[config.mk]
export PLATFORM = sky130hd
export DESIGN_NAME = byterun1_line_decoder
export DESIGN_NICKNAME = d
export VERILOG_FILES = /design/src/blr_pkg.sv /design/src/blr_cfg.sv /design/src/blr_ctrl.sv /design/src/blr_datapath.sv /design/src/byterun1_line_decoder.sv
export SDC_FILE = /design/constraint.sdc
export NUM_CORES = 1
export LEC_CHECK = 0
export BUFFER_PORTS_ARGS = -buffer_cell sky130_fd_sc_hd__buf_4
export CORE_MARGIN = 2
export CORE_UTILIZATION = 60
export CTS_CLUSTER_SIZE = 24
export DETAILED_ROUTE_END_ITERATION = 10
export GPL_TIMING_DRIVEN = 0
export PLACE_DENSITY = 0.9
export RECOVER_POWER = 25
export REMOVE_ABC_BUFFERS = 1
export SETUP_SLACK_MARGIN = 0.3
export SLEW_MARGIN = 30
export SYNTH_ARGS = -nofsm -noshare
export SYNTH_HDL_FRONTEND = slang
export SYNTH_HIERARCHICAL = 1
export SYNTH_SLANG_ARGS = --single-unit
[constraint.sdc]
create_clock -name clk -period 5.5 [get_ports clk]
set_input_delay 1.1 -clock clk [delete_from_list [all_inputs] [get_ports clk]]
set_output_delay 1.1 -clock clk [all_outputs]
set_load 0.005 [all_outputs]
[src/blr_pkg.sv]
// ----------------------------------------------------------------------------
// blr_pkg
// shared constants, command and status types for the byte-run line decoder
// ----------------------------------------------------------------------------
`timescale 1ns / 1ps
`default_nettype none

package blr_pkg;

    localparam int BYTE_W              = 8;
    localparam int LANES               = 4;
    localparam int CNT_W               = 3;
    localparam int LB_W                = 9;
    localparam int MAX_LINE_BYTES_DEF  = 256;
    localparam int TDATA_W             = 40;
    localparam int TUSER_W             = 2;
    localparam int PADDR_W             = 3;
    localparam int PDATA_W             = 32;

    localparam logic [LB_W-1:0]   LINE_BYTES_RST = 9'd40;
    localparam logic              MODE_RST       = 1'b1;
    localparam logic [BYTE_W-1:0] HDR_NOP        = 8'h80;

    // register index, taken from paddr[2]
    localparam logic REG_MODE = 1'b0;
    localparam logic REG_LINE = 1'b1;

    typedef enum logic [1:0] {
        ST_HEADER,
        ST_LITERAL,
        ST_REPEAT,
        ST_DRAIN
    } state_t;

    typedef enum logic [2:0] {
        DP_NONE,
        DP_RESTART,
        DP_RAW,
        DP_HEADER,
        DP_LITERAL,
        DP_REPEAT_LOAD,
        DP_CHUNK
    } dp_op_t;

    typedef struct packed {
        logic            compressed_mode;
        logic [LB_W-1:0] line_bytes;
        logic            restart;
    } cfg_t;

    typedef struct packed {
        dp_op_t op;
    } dp_cmd_t;

    typedef struct packed {
        logic out_free;
        logic hdr_literal;
        logic hdr_repeat;
        logic run_ends;
        logic chunk_last;
    } dp_status_t;

endpackage

`default_nettype wire

[src/blr_cfg.sv]
// ----------------------------------------------------------------------------
// blr_cfg
// register file behind the apb port, with restart strobe on every write
// ----------------------------------------------------------------------------
`timescale 1ns / 1ps
`default_nettype none

module blr_cfg
(
    input  wire logic                         clk,
    input  wire logic                         rst_n,
    input  wire logic                         psel,
    input  wire logic                         penable,
    input  wire logic                         pwrite,
    input  wire logic [blr_pkg::PADDR_W-1:0]  paddr,
    input  wire logic [blr_pkg::PDATA_W-1:0]  pwdata,
    output logic      [blr_pkg::PDATA_W-1:0]  prdata,
    output logic                              pready,
    output blr_pkg::cfg_t                     cfg
);

    logic                        mode_reg;
    logic                        mode_next;
    logic [blr_pkg::LB_W-1:0]    line_bytes_reg;
    logic [blr_pkg::LB_W-1:0]    line_bytes_next;
    logic                        wr;

    assign pready = 1'b1;
    assign wr     = psel && penable && pwrite && pready;

    always_comb
    begin
        mode_next       = mode_reg;
        line_bytes_next = line_bytes_reg;
        if (wr)
        begin
            unique case (paddr[2])
                blr_pkg::REG_MODE: mode_next       = pwdata[0];
                blr_pkg::REG_LINE: line_bytes_next = pwdata[blr_pkg::LB_W-1:0];
                default:           mode_next       = mode_reg;
            endcase
        end
    end

    always_ff @(posedge clk or negedge rst_n)
    begin
        if (!rst_n)
        begin
            mode_reg       <= blr_pkg::MODE_RST;
            line_bytes_reg <= blr_pkg::LINE_BYTES_RST;
        end
        else
        begin
            mode_reg       <= mode_next;
            line_bytes_reg <= line_bytes_next;
        end
    end

    always_comb
    begin
        unique case (paddr[2])
            blr_pkg::REG_MODE: prdata = {{(blr_pkg::PDATA_W-1){1'b0}}, mode_reg};
            blr_pkg::REG_LINE: prdata = {{(blr_pkg::PDATA_W-blr_pkg::LB_W){1'b0}},
                                         line_bytes_reg};
            default:           prdata = '0;
        endcase
    end

    assign cfg.compressed_mode = mode_reg;
    assign cfg.line_bytes      = line_bytes_reg;
    assign cfg.restart         = wr;

endmodule

`default_nettype wire

[src/blr_ctrl.sv]
// ----------------------------------------------------------------------------
// blr_ctrl
// decode state machine: header, literal copy, repeat load and chunk drain
// ----------------------------------------------------------------------------
`timescale 1ns / 1ps
`default_nettype none

module blr_ctrl
(
    input  wire logic                 clk,
    input  wire logic                 rst_n,
    input  wire blr_pkg::cfg_t        cfg,
    input  wire logic                 s_tvalid,
    output logic                      s_tready,
    input  wire blr_pkg::dp_status_t  status,
    output blr_pkg::dp_cmd_t          cmd
);

    blr_pkg::state_t state_reg;
    blr_pkg::state_t state_next;
    logic            accept;

    always_ff @(posedge clk or negedge rst_n)
    begin
        if (!rst_n)
            state_reg <= blr_pkg::ST_HEADER;
        else
            state_reg <= state_next;
    end

    always_comb
    begin
        state_next = state_reg;
        cmd.op     = blr_pkg::DP_NONE;
        s_tready   = (state_reg != blr_pkg::ST_DRAIN) && status.out_free && !cfg.restart;
        accept     = s_tvalid && s_tready;

        if (cfg.restart)
        begin
            cmd.op     = blr_pkg::DP_RESTART;
            state_next = blr_pkg::ST_HEADER;
        end
        else if (!cfg.compressed_mode)
        begin
            if (accept)
                cmd.op = blr_pkg::DP_RAW;
        end
        else
        begin
            unique case (state_reg)
                blr_pkg::ST_HEADER:
                begin
                    if (accept)
                    begin
                        cmd.op = blr_pkg::DP_HEADER;
                        if (status.hdr_literal)
                            state_next = blr_pkg::ST_LITERAL;
                        else if (status.hdr_repeat)
                            state_next = blr_pkg::ST_REPEAT;
                    end
                end
                blr_pkg::ST_LITERAL:
                begin
                    if (accept)
                    begin
                        cmd.op = blr_pkg::DP_LITERAL;
                        if (status.run_ends)
                            state_next = blr_pkg::ST_HEADER;
                    end
                end
                blr_pkg::ST_REPEAT:
                begin
                    if (accept)
                    begin
                        cmd.op     = blr_pkg::DP_REPEAT_LOAD;
                        state_next = blr_pkg::ST_DRAIN;
                    end
                end
                blr_pkg::ST_DRAIN:
                begin
                    if (status.out_free)
                    begin
                        cmd.op = blr_pkg::DP_CHUNK;
                        if (status.chunk_last)
                            state_next = blr_pkg::ST_HEADER;
                    end
                end
                default:
                begin
                    state_next = blr_pkg::ST_HEADER;
                end
            endcase
        end
    end

    a_drain_blocks_input: assert property (@(posedge clk) disable iff (!rst_n)
        state_reg == blr_pkg::ST_DRAIN |-> !s_tready)
        else $error("input taken while a repeat run drains");

    a_restart_to_header: assert property (@(posedge clk) disable iff (!rst_n)
        cfg.restart |=> state_reg == blr_pkg::ST_HEADER)
        else $error("register write did not restart decoding");

    a_chunk_needs_slot: assert property (@(posedge clk) disable iff (!rst_n)
        cmd.op == blr_pkg::DP_CHUNK |-> status.out_free)
        else $error("chunk issued into a full output register");

endmodule

`default_nettype wire

[src/blr_datapath.sv]
// ----------------------------------------------------------------------------
// blr_datapath
// run and line counters, repeat byte, chunk split and output register
// ----------------------------------------------------------------------------
`timescale 1ns / 1ps
`default_nettype none

module blr_datapath
#(
    parameter int MAX_LINE_BYTES = blr_pkg::MAX_LINE_BYTES_DEF
)
(
    input  wire logic                              clk,
    input  wire logic                              rst_n,
    input  wire blr_pkg::cfg_t                     cfg,
    input  wire blr_pkg::dp_cmd_t                  cmd,
    output blr_pkg::dp_status_t                    status,
    input  wire logic [blr_pkg::BYTE_W-1:0]        s_tdata,
    output logic                                   m_tvalid,
    input  wire logic                              m_tready,
    output logic      [blr_pkg::TDATA_W-1:0]       m_tdata,
    output logic                                   m_tlast,
    output logic      [blr_pkg::TUSER_W-1:0]       m_tuser
);

    localparam int LW = $clog2(MAX_LINE_BYTES + 1);
    localparam int CW = (LW > blr_pkg::BYTE_W) ? LW : blr_pkg::BYTE_W;
    localparam int PAD_W = blr_pkg::TDATA_W - blr_pkg::LANES * blr_pkg::BYTE_W
                           - blr_pkg::CNT_W;

    // line_left of zero outside a literal run stands for a full line
    logic [blr_pkg::BYTE_W-1:0]  run_left_reg,  run_left_next;
    logic [LW-1:0]               line_left_reg, line_left_next;
    logic [blr_pkg::BYTE_W-1:0]  emit_left_reg, emit_left_next;
    logic [blr_pkg::BYTE_W-1:0]  rep_byte_reg,  rep_byte_next;
    logic                        ovr_reg,       ovr_next;

    logic                                         out_valid_reg, out_valid_next;
    logic [blr_pkg::LANES-1:0][blr_pkg::BYTE_W-1:0] out_bytes_reg, out_bytes_next;
    logic [blr_pkg::CNT_W-1:0]                    out_cnt_reg,   out_cnt_next;
    logic                                         out_last_reg,  out_last_next;
    logic                                         out_lend_reg,  out_lend_next;
    logic                                         out_ovr_reg,   out_ovr_next;

    logic [blr_pkg::LB_W-1:0]    lb_nz;
    logic [LW-1:0]               eff_line;
    logic [LW-1:0]               line_cur;
    logic [LW-1:0]               line_dec;
    logic [CW-1:0]               run_w;
    logic [CW-1:0]               line_w;
    logic [blr_pkg::CNT_W-1:0]   chunk;
    logic [blr_pkg::BYTE_W-1:0]  emit_rem;
    logic [LW-1:0]               line_rem;
    logic                        load;
    logic [blr_pkg::BYTE_W-1:0]  ld_byte;

    always_comb
    begin
        lb_nz = (cfg.line_bytes == '0) ? blr_pkg::LB_W'(1) : cfg.line_bytes;
        if (32'(lb_nz) > MAX_LINE_BYTES)
            eff_line = LW'(MAX_LINE_BYTES);
        else
            eff_line = LW'(lb_nz);
    end

    assign line_cur = (line_left_reg == '0) ? eff_line : line_left_reg;
    assign line_dec = line_cur - LW'(1);
    assign run_w    = CW'(run_left_reg);
    assign line_w   = CW'(line_left_reg);

    always_comb
    begin
        if (emit_left_reg < blr_pkg::BYTE_W'(blr_pkg::LANES))
            chunk = emit_left_reg[blr_pkg::CNT_W-1:0];
        else
            chunk = blr_pkg::CNT_W'(blr_pkg::LANES);
        emit_rem = emit_left_reg - blr_pkg::BYTE_W'(chunk);
        line_rem = line_left_reg - LW'(chunk);
    end

    always_comb
    begin
        run_left_next  = run_left_reg;
        line_left_next = line_left_reg;
        emit_left_next = emit_left_reg;
        rep_byte_next  = rep_byte_reg;
        ovr_next       = ovr_reg;
        load           = 1'b0;
        ld_byte        = s_tdata;
        out_cnt_next   = out_cnt_reg;
        out_last_next  = out_last_reg;
        out_lend_next  = out_lend_reg;
        out_ovr_next   = out_ovr_reg;

        unique case (cmd.op)
            blr_pkg::DP_RESTART:
            begin
                run_left_next  = '0;
                line_left_next = '0;
                emit_left_next = '0;
            end
            blr_pkg::DP_RAW:
            begin
                line_left_next = line_dec;
                load           = 1'b1;
                out_cnt_next   = blr_pkg::CNT_W'(1);
                out_last_next  = 1'b1;
                out_lend_next  = (line_dec == '0);
                out_ovr_next   = 1'b0;
            end
            blr_pkg::DP_HEADER:
            begin
                line_left_next = line_cur;
                if (!s_tdata[blr_pkg::BYTE_W-1])
                    run_left_next = s_tdata + blr_pkg::BYTE_W'(1);
                else if (s_tdata != blr_pkg::HDR_NOP)
                    run_left_next = blr_pkg::BYTE_W'(1) - s_tdata;
            end
            blr_pkg::DP_LITERAL:
            begin
                load          = 1'b1;
                out_last_next = 1'b1;
                if (line_left_reg != '0)
                begin
                    line_left_next = line_left_reg - LW'(1);
                    out_cnt_next   = blr_pkg::CNT_W'(1);
                    out_lend_next  = (line_left_reg == LW'(1));
                    out_ovr_next   = 1'b0;
                end
                else
                begin
                    out_cnt_next  = '0;
                    out_lend_next = 1'b0;
                    out_ovr_next  = 1'b1;
                end
                if (run_left_reg != '0)
                    run_left_next = run_left_reg - blr_pkg::BYTE_W'(1);
            end
            blr_pkg::DP_REPEAT_LOAD:
            begin
                rep_byte_next  = s_tdata;
                ovr_next       = (run_w > line_w);
                emit_left_next = (run_w > line_w) ? blr_pkg::BYTE_W'(line_w) : run_left_reg;
            end
            blr_pkg::DP_CHUNK:
            begin
                load           = 1'b1;
                ld_byte        = rep_byte_reg;
                emit_left_next = emit_rem;
                line_left_next = line_rem;
                out_cnt_next   = chunk;
                out_last_next  = (emit_rem == '0);
                out_lend_next  = (chunk != '0) && (line_rem == '0);
                out_ovr_next   = (emit_rem == '0) && ovr_reg;
                if (emit_rem == '0)
                    run_left_next = '0;
            end
            default:
            begin
                load = 1'b0;
            end
        endcase
    end

    always_comb
    begin
        out_bytes_next = out_bytes_reg;
        if (load)
        begin
            for (int i = 0; i < blr_pkg::LANES; i++)
            begin
                if (blr_pkg::CNT_W'(i) < out_cnt_next)
                    out_bytes_next[i] = ld_byte;
                else
                    out_bytes_next[i] = '0;
            end
        end
    end

    always_comb
    begin
        if (load)
            out_valid_next = 1'b1;
        else if (m_tready)
            out_valid_next = 1'b0;
        else
            out_valid_next = out_valid_reg;
    end

    always_ff @(posedge clk or negedge rst_n)
    begin
        if (!rst_n)
        begin
            run_left_reg  <= '0;
            line_left_reg <= '0;
            emit_left_reg <= '0;
            out_valid_reg <= 1'b0;
        end
        else
        begin
            run_left_reg  <= run_left_next;
            line_left_reg <= line_left_next;
            emit_left_reg <= emit_left_next;
            out_valid_reg <= out_valid_next;
        end
    end

    always_ff @(posedge clk)
    begin
        rep_byte_reg  <= rep_byte_next;
        ovr_reg       <= ovr_next;
        out_bytes_reg <= out_bytes_next;
        out_cnt_reg   <= out_cnt_next;
        out_last_reg  <= out_last_next;
        out_lend_reg  <= out_lend_next;
        out_ovr_reg   <= out_ovr_next;
    end

    assign status.out_free    = !out_valid_reg || m_tready;
    assign status.hdr_literal = !s_tdata[blr_pkg::BYTE_W-1];
    assign status.hdr_repeat  = s_tdata[blr_pkg::BYTE_W-1] && (s_tdata != blr_pkg::HDR_NOP);
    assign status.run_ends    = (run_left_reg <= blr_pkg::BYTE_W'(1));
    assign status.chunk_last  = (emit_left_reg <= blr_pkg::BYTE_W'(blr_pkg::LANES));

    assign m_tvalid = out_valid_reg;
    assign m_tdata  = {{PAD_W{1'b0}}, out_cnt_reg, out_bytes_reg};
    assign m_tlast  = out_last_reg;
    assign m_tuser  = {out_ovr_reg, out_lend_reg};

    a_empty_beat_is_overrun: assert property (@(posedge clk) disable iff (!rst_n)
        out_valid_reg && out_cnt_reg == '0 |-> out_ovr_reg)
        else $error("empty beat without overrun");

    a_line_end_has_bytes: assert property (@(posedge clk) disable iff (!rst_n)
        out_valid_reg && out_lend_reg |-> out_cnt_reg != '0)
        else $error("line end on an empty beat");

    a_count_in_range: assert property (@(posedge clk) disable iff (!rst_n)
        out_valid_reg |-> out_cnt_reg <= blr_pkg::CNT_W'(blr_pkg::LANES))
        else $error("byte count above lane count");

endmodule

`default_nettype wire

[src/byterun1_line_decoder.sv]
// ----------------------------------------------------------------------------
// byterun1_line_decoder
// byte-run (packbits) decoder from a byte stream into raster lines
// ----------------------------------------------------------------------------
// slave stream: one compressed or raw byte per beat on s_tdata.
// master stream: up to four decoded bytes per beat with a count; m_tlast
// marks the last beat caused by an input byte, m_tuser carries line end
// and overrun. the apb port holds the mode and line length registers;
// any write restarts decoding at a header and a fresh line.
// a literal or raw byte shows on the master side in the cycle after it is
// taken. header bytes give no beat. a repeat byte is loaded first, then
// the run leaves as ceil(n/4) beats for the n bytes left after clipping,
// one a cycle while the output register is free, during which the slave
// side is held off.
// the output register lets a new byte in while its beat is being taken;
// when a beat waits with m_tready low, s_tready drops and nothing is lost.
// reset returns to header decoding, compressed mode and 40-byte lines.
// ----------------------------------------------------------------------------
`timescale 1ns / 1ps
`default_nettype none

module byterun1_line_decoder
#(
    parameter int MAX_LINE_BYTES = blr_pkg::MAX_LINE_BYTES_DEF
)
(
    input  wire logic                          clk,
    input  wire logic                          rst_n,
    // data_byte
    input  wire logic                          s_tvalid,
    output logic                               s_tready,
    input  wire logic [blr_pkg::BYTE_W-1:0]    s_tdata,
    // out_byte_0, out_byte_1, out_byte_2, out_byte_3, byte_count, zero pad
    output logic                               m_tvalid,
    input  wire logic                          m_tready,
    output logic      [blr_pkg::TDATA_W-1:0]   m_tdata,
    output logic                               m_tlast,
    // line_end, overrun
    output logic      [blr_pkg::TUSER_W-1:0]   m_tuser,
    input  wire logic                          psel,
    input  wire logic                          penable,
    input  wire logic                          pwrite,
    input  wire logic [blr_pkg::PADDR_W-1:0]   paddr,
    input  wire logic [blr_pkg::PDATA_W-1:0]   pwdata,
    output logic      [blr_pkg::PDATA_W-1:0]   prdata,
    output logic                               pready
);

    blr_pkg::cfg_t       cfg;
    blr_pkg::dp_cmd_t    cmd;
    blr_pkg::dp_status_t status;

    blr_cfg u_cfg
    (
        .clk     (clk),
        .rst_n   (rst_n),
        .psel    (psel),
        .penable (penable),
        .pwrite  (pwrite),
        .paddr   (paddr),
        .pwdata  (pwdata),
        .prdata  (prdata),
        .pready  (pready),
        .cfg     (cfg)
    );

    blr_ctrl u_ctrl
    (
        .clk      (clk),
        .rst_n    (rst_n),
        .cfg      (cfg),
        .s_tvalid (s_tvalid),
        .s_tready (s_tready),
        .status   (status),
        .cmd      (cmd)
    );

    blr_datapath
    #(
        .MAX_LINE_BYTES (MAX_LINE_BYTES)
    )
    u_datapath
    (
        .clk      (clk),
        .rst_n    (rst_n),
        .cfg      (cfg),
        .cmd      (cmd),
        .status   (status),
        .s_tdata  (s_tdata),
        .m_tvalid (m_tvalid),
        .m_tready (m_tready),
        .m_tdata  (m_tdata),
        .m_tlast  (m_tlast),
        .m_tuser  (m_tuser)
    );

endmodule

`default_nettype wire
=== Word level (Yosys, flattened, before mapping) ===
Index checks and enable logic that the tools add are counted.

* Eq/ne operators: 23
* Order comparisons: 9
* Bitwise gates (word level): 1
* Reductions and logical operators: 34
* Add/subtract/negate cells: 7
* Multiplexer cells: 44

{| class="wikitable"
|+ Operators with widths
! operator !! number
|-
| one-hot mux 32 bit (2 select lines) || 1
|-
| two-way mux 8 bit || 6
|-
| one-hot mux 9 bit (5 select lines) || 1
|-
| logical NOT 9 bit || 4
|-
| two-way mux 9 bit || 4
|-
| one-hot mux 8 bit (4 select lines) || 1
|-
| two-way mux 2 bit || 12
|-
| one-hot mux 8 bit (3 select lines) || 1
|-
| two-way mux 3 bit || 6
|-
| subtractor 9 x 1 -> 9 bit, second input constant || 2
|-
| != test 3 x 2 -> 1 bit, second input constant || 5
|-
| one-hot mux 3 bit (4 select lines) || 1
|-
| == test 3 bit, second input constant || 3
|-
| == test 9 x 1 -> 1 bit, second input constant || 1
|-
| > comparator 8 x 9 -> 1 bit || 1
|-
| > comparator 9 bit, second input constant || 1
|-
| one-hot mux 3 bit (3 select lines) || 1
|-
| nonzero test 3 bit || 3
|-
| nonzero test 9 bit || 1
|-
| subtractor 9 x 3 -> 9 bit || 1
|-
| adder 8 x 1 -> 8 bit, second input constant || 1
|-
| less-or-equal comparator 8 x 1 -> 1 bit, second input constant || 1
|-
| less-or-equal comparator 8 x 3 -> 1 bit, second input constant || 1
|-
| logical AND 1 bit || 8
|-
| 33 further kinds || 51
|}

* Bits in registers: 85
* Output and inout port bits: 78
* Input port bits: 50
* Logic and storage cells: 135

=== Longest topological paths before layout ===
* Depth after elaboration: 13
* Depth in mapped cells: 16
* Mapped depth without buffers: 15

=== Cells and area by module ===
The synthesis kept the hierarchy.

{| class="wikitable"
|+ Modules (own cells, without submodules)
! module !! cells each !! instances !! area each (um^2) !! sequential area each (um^2)
|-
| blr_datapath || 548 || 1 || 4924.7 || 2031.9
|-
| blr_cfg || 61 || 1 || 663.1 || 254.0
|-
| blr_ctrl || 29 || 1 || 221.5 || 50.0
|}

=== Least setup slack after synthesis ===
No wires, ideal clock.

* Path type: input -> register
* From: input pwrite
* To: register u_datapath.out_bytes_reg (netlist bit u_datapath/m_tdata[4]), data pin
* Data required time: 5358 ps
* Setup time: 142 ps
* Stages on the path: 13
* Data arrival time: 3609 ps
* Path slack: 1749 ps
* Path buffers: 4
* Cell sequence: and3_1 -> buf_4 -> nand2b_1 -> a21oi_1 -> clkbuf_1 -> nor2_1 -> or2_2 -> clkbuf_1 -> inv_1 -> o22a_1 -> nor2b_1 -> clkbuf_1 -> nor2_1

{| class="wikitable"
|+ RTL lines
! element !! RTL line !! text
|-
| start: declaration || byterun1_line_decoder.sv:42 || <nowiki>input wire logic pwrite,</nowiki>
|-
| end signal: assignment || blr_datapath.sv:212 || <nowiki>out_bytes_reg <= out_bytes_next;</nowiki>
|-
| end: declaration || blr_datapath.sv:39 || <nowiki>logic [blr_pkg::LANES-1:0][blr_pkg::BYTE_W-1:0] out_bytes_reg, out_bytes_next;</nowiki>
|}

==> out/results.tsv <==
stage	metric	value	unit
final_layout	syn_to_final_growth	10.60	%
synthesis	synthTopCellsByArea	edfxtp_1 23%, dfrtp_1 15%, nor2_1 5.2%, ha_1 4.7%, buf_4 4.4%	
critical_path	regToRegEndpoint	u_datapath/m_tdata[22]	
global_route	grt_pass1_wl	23680	µm
pwr	leakagePower	0.002640	µW
route	vias_per_cell	6.199	
timing	finalHoldViolCount	0	
run_status	outcome	complete, but fails checks	
synthesis	synth-compound-area-share	17.77	%
pwr	p_per_area	528.9	nW/µm²
final_layout	multi_input_area	3082	µm²
job	cap_violations	1	
global_route	grtUsageTotal	29.09	%
timing	fin_crit	4.627	ns
timing	slew_headroom	-45.92	%
global_route	grt_util_met3	5.540	%
critical_path	startpoint_type	input pin	
critical_path	crit-reg2reg-launch	u_ctrl/state_reg[0]	
critical_path	r2r_setup_slack	1.35	ns
synthesis	synthMuxAreaShare	5.449	%
timing	finClkSkew	0.01046	ns
timing	tightest_slew	2.189	ns
route	wl	14750	µm
timing	fmax	0.2161	GHz
route	final_antenna_net_count	0	
timing	period_share	84.13	%
timing	setup-violations-final	0	
synthesis	ys_seq_elements	85	
critical_path	arrival	4.73	ns
synthesis	yosys-top-cells-count	81 x nor2_1, 44 x a21oi_1, 44 x edfxtp_1	
clock_tree	clockBufferDepth	2	
pwr	p_int	1807	µW
clock_tree	cts.sinks	85	
final_layout	num_antenna_cells	0	
floorplanning	io_pins	128	
pwr	p_total	3398	µW
global_route	antenna_found_initial	0	
synthesis	async_flop_share	44.71	%
placed_design	place_hpwl	10840	µm
clock_tree	cts.repair.resized	0	
final_layout	fin_util	68.88	%
clock_tree	clock_latency	0.38	ns
synthesis	ys_types	78	
synthesis	synth_most_common_cell	nor2_1	
pwr	clkPwrFrac	13.1	%
route	wl_per_cell	18.04	µm
synthesis	synth_xor_area_share	2.865	%
synthesis	syn_avg_cell_area	9.106	µm²
floorplanning	dieArea	10490	µm²
final_layout	drive_gt1_share	17.27	%
route	drtIter0Drc	459	
pwr	seqPwrFrac	32.0	%
critical_path	worstSetupEndpointType	register	
floorplanning	core-area	9328	µm²
global_route	grt_max_degree	39	
pwr	pwr-share-comb	54.8	%
route	dr.pass1.iters	5	
placed_design	place_congestion	0.9910	
timing	setup_tns	0	ns
clock_tree	cts_hold_buf	0	
pwr	vdd_ir_drop_max	0.3193	mV
final_layout	largest_reg_flops	32	
synthesis	netlist_area	5809	µm²
route	vias	5071	
global_route	use_met1	39.30	%
final_layout	fillers	732	
clock_tree	cts_max_level	3	
synthesis	synth_cells	638	
clock_tree	postCtsSetupRepairBufs	0	
global_route	grt_pass1_vias	4720	
placed_design	port_buffers	73	
timing	setup_ws	0.8730	ns
final_layout	seq_area	2336	µm²
global_route	met2_usage	47.98	%
synthesis	synth_adder_area_share	5.083	%
placed_design	post-place-ws	0.5615	ns
floorplanning	chipWidth	102.4	µm
clock_tree	clk_pin_slew	0.09	ns
route	drc	0	
clock_tree	root_buffer	clkbuf_8	
critical_path	rr_worst_depth	8	
hold_path	hp-class	reg2reg	
synthesis	yosysSeqAreaShare	40.21	%
global_route	grt.busiest_layer	met2	
timing	rsz0062_at_grt	false	
pwr	power_switching	1592	µW
synthesis	synth_edf_count	44	
synthesis	synth_top_family_by_area	simple AND/OR/NAND/NOR gates	
global_route	grt.overflow.total	0	
timing	slew_violations	39	
critical_path	path_class	in2reg	
floorplanning	initial_core_util	62.28	%
clock_tree	tritoncts	yes	
critical_path	required	5.60	ns
floorplanning	die_h	102.4	µm
synthesis	synth_ff_type	edfxtp_1	
floorplanning	std_cell_rows	35	
synthesis	synth_top_area_share	22.74	%
synthesis	yosysWarningCount	6	
hold_path	hold_path.startpoint	u_datapath/out_cnt_reg[1]	
run_status	violations	max-capacitance violations, max-slew violations	
synthesis	synth_simple_gate_area_share	19.51	%
hold_path	holdPathEnd	u_datapath/out_cnt_reg[1]	
final_layout	nNetsFinal	757	
clock_tree	numCtsBuffers	9	
critical_path	path_max_fanout	26	
hold_path	hold_depth	2	
pwr	swShare	46.84	%
synthesis	yosysTopAreaCell	edfxtp_1	
[power groups by stage]
stage | Sequential, µW | Clock, µW | Combinational (µW)
floorplan | 1040 | 0 | 1290
global placement | 1090 | 0 | 1740
detailed placement | 1100 | 0 | 1820
CTS | 1080 | 451 | 1840
global route | 1110 | 479 | 2050
finish | 1090 | 446 | 1860
[cell type report]
class                   count  share of cell area (%)
repair buffers             75                   8.354
well taps                 129                   2.512
multi-input cells         483                   47.97
inverters                  30                   1.753
flip-flops and latches     85                   36.36
clock inverters             7                   1.130
clock buffers               9                   1.928
[cell usage in the layout, fill, tap and decap left out, drive strengths merged, types with 12 or more instances in the layout]
master / count
a21oi: 44
buf: 65
clkbuf: 19
conb: 30
dfrtp: 35
edfxtp: 44
ha: 22
inv: 34
mux2: 13
mux2i: 17
nand2: 40
nand3: 17
nor2: 82
nor3: 12
o21ai: 43
xnor2: 13
[worst max path at each step]
stage | startpoint | end
after floorplan | pwrite | u_datapath/m_tdata[20]
after global placement | pwrite | u_datapath/m_tdata[21]
after detailed placement | pwrite | u_datapath/m_tdata[21]
after CTS | pwrite | u_datapath/m_tdata[22]
after global routing | pwrite | u_datapath/m_tdata[22]
final | pwrite | u_datapath/m_tdata[22]
[kinds of logic after synthesis]
| kind of cell | after synthesis |
|---|---|
| xor+xnor | 19 |
| flops | 85 |
| compound gates | 161 |
| simple gates | 220 |
| fa+ha+maj | 23 |
| other cells | 4 |
| mux | 30 |
| buf+inv | 96 |
[routing by layer]
metal	share of wire [%]	vias to the layer above
met4	2.0	0
met5	0	-
met1	41	2439
met3	7.8	30
li1	-	2335
met2	49	267
[through the flow]
| step | hold WS (ns) | std cells | instance area (µm²) |
|---|---|---|---|
| finish | 0.5774 | 818 | 6425 |
| global route | 0.6050 | 818 | 6425 |
| CTS | 0.5738 | 818 | 6469 |
| detailed placement | 0.5607 | 802 | 6272 |
| global placement | 0.5428 | 800 | 6215 |
| floorplan | 0.4944 | 598 | 5505 |
[worst max-delay path: stages]
cell and delay (ns):
buf_4 0.09, and3_1 0.33, a41o_1 0.72, nand2b_1 0.57
nor2_2 0.30, a22oi_1 0.75, inv_1 0.14, a21oi_1 0.60
nor2_1 0.11
Note: power is estimated with default switching activity, not from simulation.
